--- src/rtl/ptro_pkg.sv ---
`timescale 1ns / 1ps
// Package for the twin rail offset block: fixed widths of the offset datapath,
// reset value of the half gauge register and the controller state type.
// No dependencies.
package ptro_pkg;

    localparam int COORD_BITS_DEF = 32;
    localparam int GAUGE_BITS     = 18;
    localparam int NORM_BITS      = 24;
    localparam int SQ_SHIFT       = 14;
    localparam int NUM_SHIFT      = 8;
    localparam int PROD_W         = 2 * NORM_BITS;
    localparam int SQ_PAIRS       = (PROD_W + 1 + SQ_SHIFT + 1) / 2;
    localparam int RAD_W          = 2 * SQ_PAIRS;
    localparam int ROOT_W         = SQ_PAIRS;
    localparam int REM_W          = ROOT_W + 3;
    localparam int D_W            = ROOT_W + 1;
    localparam int NUM_W          = PROD_W + NUM_SHIFT + 1;
    localparam int Q_W            = GAUGE_BITS;
    localparam int CNT_W          = $clog2(ROOT_W + 1);
    localparam int MUL_STEPS      = 4;

    localparam logic [GAUGE_BITS-1:0] HALF_GAUGE_RST = GAUGE_BITS'(47022);

    typedef enum logic [2:0] {
        S_IDLE,
        S_LOAD,
        S_NORM,
        S_MUL,
        S_SQRT,
        S_DIVLD,
        S_DIV,
        S_ADD
    } t_state;

endpackage

--- src/rtl/polyline_twin_rail_offset.sv ---
`timescale 1ns / 1ps
// Top level of the twin rail offset block: vertex history, bit-serial
// normalize, square root and divide, saturating rail point output.
// Depends on ptro_pkg.
//
// Steps from input beat to result: load, normalize, products, square root one
// bit per cycle, divide setup, two divides one quotient bit per cycle in
// parallel, output load (a zero-length tangent skips from load to output load);
// a stalled result register holds the job. Throughput: one job at a time; input
// ready again the cycle after the result loads unless an end job is pending;
// a final vertex after a held one runs a second job. Reset: synchronous, clears
// vertex count, controller and output valid; half gauge returns to 47022.
module polyline_twin_rail_offset
    import ptro_pkg::*;
#(
    parameter int COORD_BITS = COORD_BITS_DEF
) (
    input  logic                  i_clk,
    input  logic                  i_rst_n,
    input  logic                  i_cfg_we,
    input  logic [GAUGE_BITS-1:0] i_cfg_data,
    input  logic                  i_valid,
    output logic                  o_ready,
    input  logic [COORD_BITS-1:0] i_x_coord,
    input  logic [COORD_BITS-1:0] i_y_coord,
    input  logic                  i_final_vertex,
    output logic                  o_valid,
    input  logic                  i_ready,
    output logic [COORD_BITS-1:0] o_left_x,
    output logic [COORD_BITS-1:0] o_left_y,
    output logic [COORD_BITS-1:0] o_right_x,
    output logic [COORD_BITS-1:0] o_right_y,
    output logic                  o_end_of_line
);

    localparam int C     = COORD_BITS;
    localparam int MAG_W = ((C > NORM_BITS) ? C : NORM_BITS) + 1;
    localparam int SUM_W = ((C > GAUGE_BITS + 1) ? C : GAUGE_BITS + 1) + 1;

    t_state r_state, n_state;

    logic [GAUGE_BITS-1:0] r_gauge;
    logic [1:0]            r_seen;
    logic [C-1:0]          r_old_x, r_old_y, r_new_x, r_new_y;

    logic [C-1:0] r_px, r_py, r_j2_px, r_j2_py;
    logic [C:0]   r_dx, r_dy, r_j2_dx, r_j2_dy;
    logic         r_end, r_j2_v;

    logic [MAG_W-1:0]  r_a, r_b;
    logic [CNT_W-1:0]  r_cnt;
    logic [PROD_W-1:0] r_prod, r_asq, r_nx, r_ny;
    logic [RAD_W-1:0]  r_rad;
    logic [REM_W-1:0]  r_rem;
    logic [ROOT_W-1:0] r_root;
    logic [D_W-1:0]    r_den, r_drx, r_dry;
    logic [Q_W-1:0]    r_nlx, r_nly, r_qx, r_qy;
    logic              r_ov;

    logic         accept, in_job, fin;
    logic [C:0]   in_dx, in_dy, j2_dx, j2_dy;
    logic [C-1:0] base_x, base_y;

    assign o_ready = (r_state == S_IDLE) && !r_j2_v;
    assign accept  = i_valid && o_ready;
    assign fin     = i_final_vertex;
    assign in_job  = !((r_seen == 2'd0) && !fin);
    assign base_x  = (r_seen == 2'd1) ? r_new_x : r_old_x;
    assign base_y  = (r_seen == 2'd1) ? r_new_y : r_old_y;
    assign in_dx   = {i_x_coord[C-1], i_x_coord} - {base_x[C-1], base_x};
    assign in_dy   = {i_y_coord[C-1], i_y_coord} - {base_y[C-1], base_y};
    assign j2_dx   = {i_x_coord[C-1], i_x_coord} - {r_new_x[C-1], r_new_x};
    assign j2_dy   = {i_y_coord[C-1], i_y_coord} - {r_new_y[C-1], r_new_y};

    logic [C:0]       mag_dx, mag_dy;
    logic [MAG_W-1:0] ab_or;
    logic             norm_hi, norm_ok;
    assign mag_dx  = r_dx[C] ? -r_dx : r_dx;
    assign mag_dy  = r_dy[C] ? -r_dy : r_dy;
    assign ab_or   = r_a | r_b;
    assign norm_hi = |ab_or[MAG_W-1:NORM_BITS];
    assign norm_ok = !norm_hi && ab_or[NORM_BITS-1];

    logic [NORM_BITS-1:0] mop1, mop2;
    always_comb begin
        case (r_cnt)
            CNT_W'(0): begin mop1 = r_a[NORM_BITS-1:0]; mop2 = r_a[NORM_BITS-1:0]; end
            CNT_W'(1): begin mop1 = r_b[NORM_BITS-1:0]; mop2 = r_b[NORM_BITS-1:0]; end
            CNT_W'(2): begin mop1 = NORM_BITS'(r_gauge); mop2 = r_a[NORM_BITS-1:0]; end
            CNT_W'(3): begin mop1 = NORM_BITS'(r_gauge); mop2 = r_b[NORM_BITS-1:0]; end
            default:   begin mop1 = '0; mop2 = '0; end
        endcase
    end

    logic [REM_W-1:0] rem_sh, trial;
    logic             sq_take;
    assign rem_sh  = {r_rem[REM_W-3:0], r_rad[RAD_W-1 -: 2]};
    assign trial   = {1'b0, r_root, 2'b01};
    assign sq_take = rem_sh >= trial;

    logic [NUM_W-1:0] num_x, num_y;
    assign num_x = {1'b0, r_nx, NUM_SHIFT'(0)} + NUM_W'(r_root);
    assign num_y = {1'b0, r_ny, NUM_SHIFT'(0)} + NUM_W'(r_root);

    logic [D_W:0] tx, ty, dext;
    logic         qxb, qyb;
    assign tx   = {r_drx, r_nlx[Q_W-1]};
    assign ty   = {r_dry, r_nly[Q_W-1]};
    assign dext = {1'b0, r_den};
    assign qxb  = tx >= dext;
    assign qyb  = ty >= dext;

    function automatic logic [C-1:0] sat(input logic [SUM_W-1:0] s);
        logic ovf;
        ovf = (s[SUM_W-1:C-1] != {(SUM_W-C+1){1'b0}})
           && (s[SUM_W-1:C-1] != {(SUM_W-C+1){1'b1}});
        if (!ovf)
            return s[C-1:0];
        else if (s[SUM_W-1])
            return {1'b1, {(C-1){1'b0}}};
        else
            return {1'b0, {(C-1){1'b1}}};
    endfunction

    logic [SUM_W-1:0] px_e, py_e, offx, offy;
    logic             out_load;
    assign px_e     = SUM_W'($signed(r_px));
    assign py_e     = SUM_W'($signed(r_py));
    assign offx     = r_dy[C] ? SUM_W'(r_qy) : -SUM_W'(r_qy);
    assign offy     = r_dx[C] ? -SUM_W'(r_qx) : SUM_W'(r_qx);
    assign out_load = (r_state == S_ADD) && (!r_ov || i_ready);

    always_comb begin
        n_state = r_state;
        unique case (r_state)
            S_IDLE: begin
                if (r_j2_v || (accept && in_job))
                    n_state = S_LOAD;
            end
            S_LOAD: begin
                if ((mag_dx == '0) && (mag_dy == '0))
                    n_state = S_ADD;
                else
                    n_state = S_NORM;
            end
            S_NORM: begin
                if (norm_ok)
                    n_state = S_MUL;
            end
            S_MUL: begin
                if (r_cnt == CNT_W'(MUL_STEPS))
                    n_state = S_SQRT;
            end
            S_SQRT: begin
                if (r_cnt == CNT_W'(ROOT_W - 1))
                    n_state = S_DIVLD;
            end
            S_DIVLD: n_state = S_DIV;
            S_DIV: begin
                if (r_cnt == CNT_W'(Q_W - 1))
                    n_state = S_ADD;
            end
            S_ADD: begin
                if (out_load)
                    n_state = S_IDLE;
            end
            default: n_state = S_IDLE;
        endcase
    end

    always_ff @(posedge i_clk) begin
        if (!i_rst_n)
            r_state <= S_IDLE;
        else
            r_state <= n_state;
    end

    always_ff @(posedge i_clk) begin
        if (!i_rst_n) begin
            r_gauge <= HALF_GAUGE_RST;
            r_seen  <= 2'd0;
            r_j2_v  <= 1'b0;
            r_old_x <= '0;
            r_old_y <= '0;
            r_new_x <= '0;
            r_new_y <= '0;
        end else begin
            if (i_cfg_we)
                r_gauge <= i_cfg_data;
            if (r_state == S_IDLE && r_j2_v)
                r_j2_v <= 1'b0;
            if (accept) begin
                if (fin) begin
                    r_seen <= 2'd0;
                    r_j2_v <= (r_seen != 2'd0);
                end else begin
                    r_seen  <= (r_seen == 2'd0) ? 2'd1 : 2'd2;
                    r_old_x <= r_new_x;
                    r_old_y <= r_new_y;
                    r_new_x <= i_x_coord;
                    r_new_y <= i_y_coord;
                end
            end
        end
    end

    always_ff @(posedge i_clk) begin
        if (accept) begin
            r_j2_px <= i_x_coord;
            r_j2_py <= i_y_coord;
            r_j2_dx <= j2_dx;
            r_j2_dy <= j2_dy;
        end
        r_cnt <= '0;
        unique case (r_state)
            S_IDLE: begin
                if (r_j2_v) begin
                    r_px  <= r_j2_px;
                    r_py  <= r_j2_py;
                    r_dx  <= r_j2_dx;
                    r_dy  <= r_j2_dy;
                    r_end <= 1'b1;
                end else if (r_seen == 2'd0) begin
                    r_px  <= i_x_coord;
                    r_py  <= i_y_coord;
                    r_dx  <= (C+1)'(1);
                    r_dy  <= '0;
                    r_end <= 1'b1;
                end else begin
                    r_px  <= r_new_x;
                    r_py  <= r_new_y;
                    r_dx  <= in_dx;
                    r_dy  <= in_dy;
                    r_end <= 1'b0;
                end
            end
            S_LOAD: begin
                r_a  <= MAG_W'(mag_dx[C-1:0]);
                r_b  <= MAG_W'(mag_dy[C-1:0]);
                r_qx <= '0;
                r_qy <= '0;
            end
            S_NORM: begin
                if (norm_hi) begin
                    r_a <= r_a >> 1;
                    r_b <= r_b >> 1;
                end else if (!ab_or[NORM_BITS-1]) begin
                    r_a <= r_a << 1;
                    r_b <= r_b << 1;
                end
            end
            S_MUL: begin
                r_cnt  <= r_cnt + CNT_W'(1);
                r_prod <= PROD_W'(mop1 * mop2);
                if (r_cnt == CNT_W'(1))
                    r_asq <= r_prod;
                if (r_cnt == CNT_W'(2))
                    r_rad <= RAD_W'({1'b0, r_asq} + {1'b0, r_prod}) << SQ_SHIFT;
                if (r_cnt == CNT_W'(3))
                    r_nx <= r_prod;
                if (r_cnt == CNT_W'(MUL_STEPS)) begin
                    r_ny   <= r_prod;
                    r_rem  <= '0;
                    r_root <= '0;
                    r_cnt  <= '0;
                end
            end
            S_SQRT: begin
                r_cnt <= r_cnt + CNT_W'(1);
                r_rad <= r_rad << 2;
                if (sq_take) begin
                    r_rem  <= rem_sh - trial;
                    r_root <= {r_root[ROOT_W-2:0], 1'b1};
                end else begin
                    r_rem  <= rem_sh;
                    r_root <= {r_root[ROOT_W-2:0], 1'b0};
                end
            end
            S_DIVLD: begin
                r_den <= {r_root, 1'b0};
                r_drx <= num_x[Q_W +: D_W];
                r_dry <= num_y[Q_W +: D_W];
                r_nlx <= num_x[Q_W-1:0];
                r_nly <= num_y[Q_W-1:0];
            end
            S_DIV: begin
                r_cnt <= r_cnt + CNT_W'(1);
                r_nlx <= r_nlx << 1;
                r_nly <= r_nly << 1;
                r_qx  <= {r_qx[Q_W-2:0], qxb};
                r_qy  <= {r_qy[Q_W-2:0], qyb};
                r_drx <= qxb ? D_W'(tx - dext) : tx[D_W-1:0];
                r_dry <= qyb ? D_W'(ty - dext) : ty[D_W-1:0];
            end
            S_ADD: ;
            default: ;
        endcase
    end

    always_ff @(posedge i_clk) begin
        if (!i_rst_n)
            r_ov <= 1'b0;
        else if (out_load)
            r_ov <= 1'b1;
        else if (i_ready)
            r_ov <= 1'b0;
    end

    always_ff @(posedge i_clk) begin
        if (out_load) begin
            o_left_x      <= sat(px_e + offx);
            o_left_y      <= sat(py_e + offy);
            o_right_x     <= sat(px_e - offx);
            o_right_y     <= sat(py_e - offy);
            o_end_of_line <= r_end;
        end
    end

    assign o_valid = r_ov;

    a_fin_clears: assert property (@(posedge i_clk) disable iff (!i_rst_n)
        (accept && fin) |=> (r_seen == 2'd0))
        else $error("vertex count not cleared after final vertex");

    a_j2_alone: assert property (@(posedge i_clk) disable iff (!i_rst_n)
        r_j2_v |-> (r_seen == 2'd0))
        else $error("pending end job with vertices held");

    a_norm_done: assert property (@(posedge i_clk) disable iff (!i_rst_n)
        (r_state == S_MUL) |-> (ab_or[NORM_BITS-1] && !norm_hi))
        else $error("multiply entered with unnormalized operands");

    a_root_nonzero: assert property (@(posedge i_clk) disable iff (!i_rst_n)
        (r_state == S_DIVLD) |-> (r_root != '0))
        else $error("zero root before divide");

endmodule

--- config.mk ---
export PLATFORM = sky130hd
export DESIGN_NAME = polyline_twin_rail_offset
export DESIGN_NICKNAME = d
export VERILOG_FILES = /design/src/rtl/ptro_pkg.sv /design/src/rtl/polyline_twin_rail_offset.sv
export SDC_FILE = /design/constraint.sdc
export NUM_CORES = 2
export LEC_CHECK = 0
export BUFFER_PORTS_ARGS = -buffer_cell sky130_fd_sc_hd__clkbuf_2
export CAP_MARGIN = 20
export CORE_MARGIN = 10
export CORE_UTILIZATION = 40
export DETAILED_ROUTE_END_ITERATION = 10
export SETUP_SLACK_MARGIN = 0.02
export SYNTH_ARGS = -nofsm -noshare
export SYNTH_HDL_FRONTEND = slang
export SYNTH_SLANG_ARGS = --single-unit
--- constraint.sdc ---
create_clock -name i_clk -period 9.7 [get_ports i_clk]
set_clock_uncertainty 0.2 [all_clocks]
set_input_delay 1.94 -clock i_clk [delete_from_list [all_inputs] [get_ports i_clk]]
set_output_delay 1.94 -clock i_clk [all_outputs]
set_load 0.005 [all_outputs]
==> metrics.md <==
| Metric | Value |
|---|---|
| Synth Register Bits | `1074` |
| Compound-Gate Fraction of Synth Area | `0.163` |
| Worst setup path category | `reg2reg` |
| Final Hold Viols | `0` |
| Final critical-path required period | `9.03 ns` |
| Hold_sp | `r_end` |
| Post-synth top area share | `0.319` |
| Drt total wl | `271 mm` |
| Synth warn | `0` |
| Status | `completed` |
| Adder-cell share of the synthesized area | `0.212` |
| Initial antenna violation count | `32` |
| Yosys cell types | `98` |
| Vias after detailed routing | `67600` |
| Root Buffer Master | `clkbuf_16` |
| CP Capture Type | `flip-flop` |
| Hold depth | `0` |
| Top-count cell post-synth | `nand2_1` |
| Critical path peak fanout | `24` |
| Final non-filler cell total | `12200` |
| DIE WIDTH | `484 um` |
| Final Max Tran Viols | `0` |
| Remaining antenna violation count | `0` |
| Fraction of registers with async set/reset | `0` |
| RR Startpoint | `r_cnt[2]` |
| Proportion of layout cells with a drive suffix above 1 | `0.0757` |
| Crit path largest cell delay | `0.70 ns` |
| Top post-synthesis cells by area | `edfxtp_1 (32%), fa_1 (12%), ha_1 (9.3%)` |
| CTS tree | `built` |
| Dpl cells | `12000` |
| Gr ovfl total | `0` |
| Initial Utilization | `0.402` |
| Final Util | `0.443` |
| Post-DP Area | `0.0907 mm2` |
| Simple-Gate Fraction of Synth Area | `0.137` |
| Number of global-route vias before repair | `66300` |
| Register clock-pin slew on the reported worst setup and hold paths | `0.06 ns` |
| Mapped Cells | `9143` |
| Hold Path End | `o_end_of_line` |
| Setup TNS | `0 ns` |
| Synthesized area | `0.0861 mm2` |
| Commonest cells post-synth | `nand2_1 (1061), inv_1 (950), edfxtp_1 (915)` |
| Maximum operating frequency | `0.111 GHz` |
| Mapped Avg Cell Area | `9.42 um2` |
| First-iteration detailed-routing DRC count | `5679` |
| Final Cycle Share | `0.931` |
| Design Area, Final | `0.0951 mm2` |
| Main synth FF type | `edfxtp_1` |
| RR Endpoint | `r_prod[45]` |
| Worst Path Arrival | `9.34 ns` |
| Chip height | `484 um` |
| Reg2reg setup slack | `0.67 ns` |
| Most frequent CP cell | `fa_1` |
| MaxCap Viol Count | `0` |
| Detailed placement HPWL | `211 mm` |
| Vias per cell | `5.54` |
| RSZ-0062 raised after global routing | `false` |
| Worst setup SP type | `flip-flop` |
| Relative slew slack | `0.219` |
| Post-synthesis mux area share | `0.0189` |
| Worst path required time | `10.01 ns` |
| Worst min path class | `reg2reg` |
| Core Footprint | `0.214 mm2` |
| Clk_lat worst skew | `0.81 ns` |
| EDFF count, synth | `915` |
| Worst Tran Pin Value | `1.16 ns` |
| RePlAce Congestion | `0.942` |
| Layout net count | `10500` |
| Area Overhead vs Synth | `10.4%` |
| Post-CTS setup buffers | `0` |
| Port Buffer Count | `218` |
| Setup violators final | `0` |
| First-pass GRT wire length | `410 mm` |
| DRT Pass-1 Iters | `6` |
| Cell taking the most area after synthesis | `edfxtp_1` |
| Xor/xnor share of the synthesized area | `0.0542` |
| Clock buffer count from CTS | `130` |
| DRC viols | `0` |
| Pin count of the biggest net entering global routing | `91` |
| Die ar. | `0.234 mm2` |
| Slowest cell on the critical path | `and2_0` |
| R2R cell count | `30` |
| Worst path top cell family by delay | `adder cells` |
| Depth of the CTS H-tree | `4` |
| Largest family of logic cells by synthesized area | `adder cells` |
| CTS Sinks | `1074` |
| WP buf/inv | `7` |
| Site Rows | `170` |
| WL per Instance | `22.2 um` |
| Clock tree buffer depth | `3` |
| Post-synthesis sequential area ratio | `0.356` |
| GRT Util Overall | `0.224` |
| I/O pin cnt | `219` |
## metrics by stage
stage / setup WS, ns / hold WS (ns)
final: 0.670 / 0.229
after global routing: 0.0968 / 0.242
after CTS: 0.488 / 0.234
after detailed placement: 0.537 / 0.206
after global placement: 0.530 / 0.213
after floorplan: 0.744 / 0.200
## worst register-to-register path, delay by kind of cell, from the launching register on
| kind | cells | cell delay (ns) |
|---|---|---|
| AOI/OAI and AO/OA | 10 | 2.25 |
| and+or+nand+nor | 4 | 1.02 |
| DFF | 1 | 0.45 |
| adders and majority gates | 8 | 3.79 |
| buffers and inverters | 7 | 0.95 |
| xor gates and xnor gates | 1 | 0.11 |
## layer usage
layer | global-route usage | vias up | wire length [um]
met5 | 0 | - | 89
met1 | 0.310 | 33300 | 122000
met4 | 0.0629 | 14 | 7990
met3 | 0.0323 | 372 | 15800
met2 | 0.365 | 2015 | 125000
li1 | - | 31900 | -
## state kept, by name, summed over array words and instances (netlist names), 43 cells and up
register and cells:
r_ny 43, r_nx 43, r_prod 48, r_asq 48, r_rad 50
## cells by family after synthesis
| group | count (synthesis) |
|---|---|
| multiplexers | 161 |
| AND/OR/NAND/NOR | 2640 |
| flip-flops | 1074 |
| other | 1 |
| buffers and inverters | 1356 |
| XOR/XNOR | 532 |
| adder cells (fa/ha/maj) | 1165 |
| AO/OA/AOI/OAI | 2214 |
## placed cells by master (no fill, tap or decap), types with 23 or more instances in the layout
cell | netlist | layout
o31ai_1 | 53 | 53
o211ai_1 | 44 | 44
nand2_1 | 1061 | 1054
mux2i_1 | 147 | 147
a22o_1 | 30 | 30
xnor2_1 | 304 | 304
inv_1 | 950 | 947
nor4_1 | 32 | 31
nor2b_1 | 84 | 83
a31oi_1 | 44 | 44
a21boi_0 | 151 | 150
nand2b_1 | 90 | 87
and3_1 | 77 | 75
nor3_1 | 101 | 101
ha_1 | 640 | 640
a21oi_1 | 656 | 656
o21ai_0 | 487 | 481
maj3_1 | 30 | 30
edfxtp_1 | 915 | 915
or2_2 | 29 | 29
a31o_2 | 26 | 26
a21o_1 | 179 | 179
buf_4 | 1 | 166
o21a_1 | 81 | 81
clkbuf_2 | 0 | 218
nand4_1 | 50 | 50
a211oi_1 | 104 | 103
o21bai_1 | 82 | 82
clkbuf_16 | 0 | 135
a22oi_1 | 48 | 48
clkinv_1 | 4 | 30
o21ai_1 | 21 | 23
dfxtp_1 | 159 | 157
and2_1 | 60 | 58
fa_1 | 495 | 495
nor2_1 | 806 | 799
or3_1 | 49 | 49
nand3_1 | 118 | 118
xor2_1 | 227 | 227
## timing repair
item / in CTS / in global routing
gates resized for setup: 0 / 5
hold buffers: 0 / 0
endpoints found under the setup margin: 0 / 3
## cell type report
type,instances,area (um2)
fill,20700,119000
antenna,7,17.5
timing repair buffer,391,2440
tap,2838,3550
inverter,955,3590
sequential,1074,30700
clock inverter,77,761
clock buffer,158,3500
multi-input combinational,6714,50500
## how the worst max path moves through the flow
| stage | to | startpoint | depth (start not counted) | slack, ns |
|---|---|---|---|---|
| after floorplan | r_prod[44] | r_cnt[2] | 32 | 0.74 |
| after global placement | r_prod[45] | r_cnt[2] | 31 | 0.53 |
| after detailed placement | r_prod[45] | r_cnt[2] | 30 | 0.54 |
| after CTS | r_prod[45] | r_cnt[2] | 30 | 0.49 |
| after global routing | r_prod[44] | r_cnt[2] | 31 | 0.1 |
| final | r_prod[45] | r_cnt[2] | 30 | 0.67 |
Power is not shown: default switching activity piles up to over one toggle a cycle in this logic, so the estimate is an artifact.
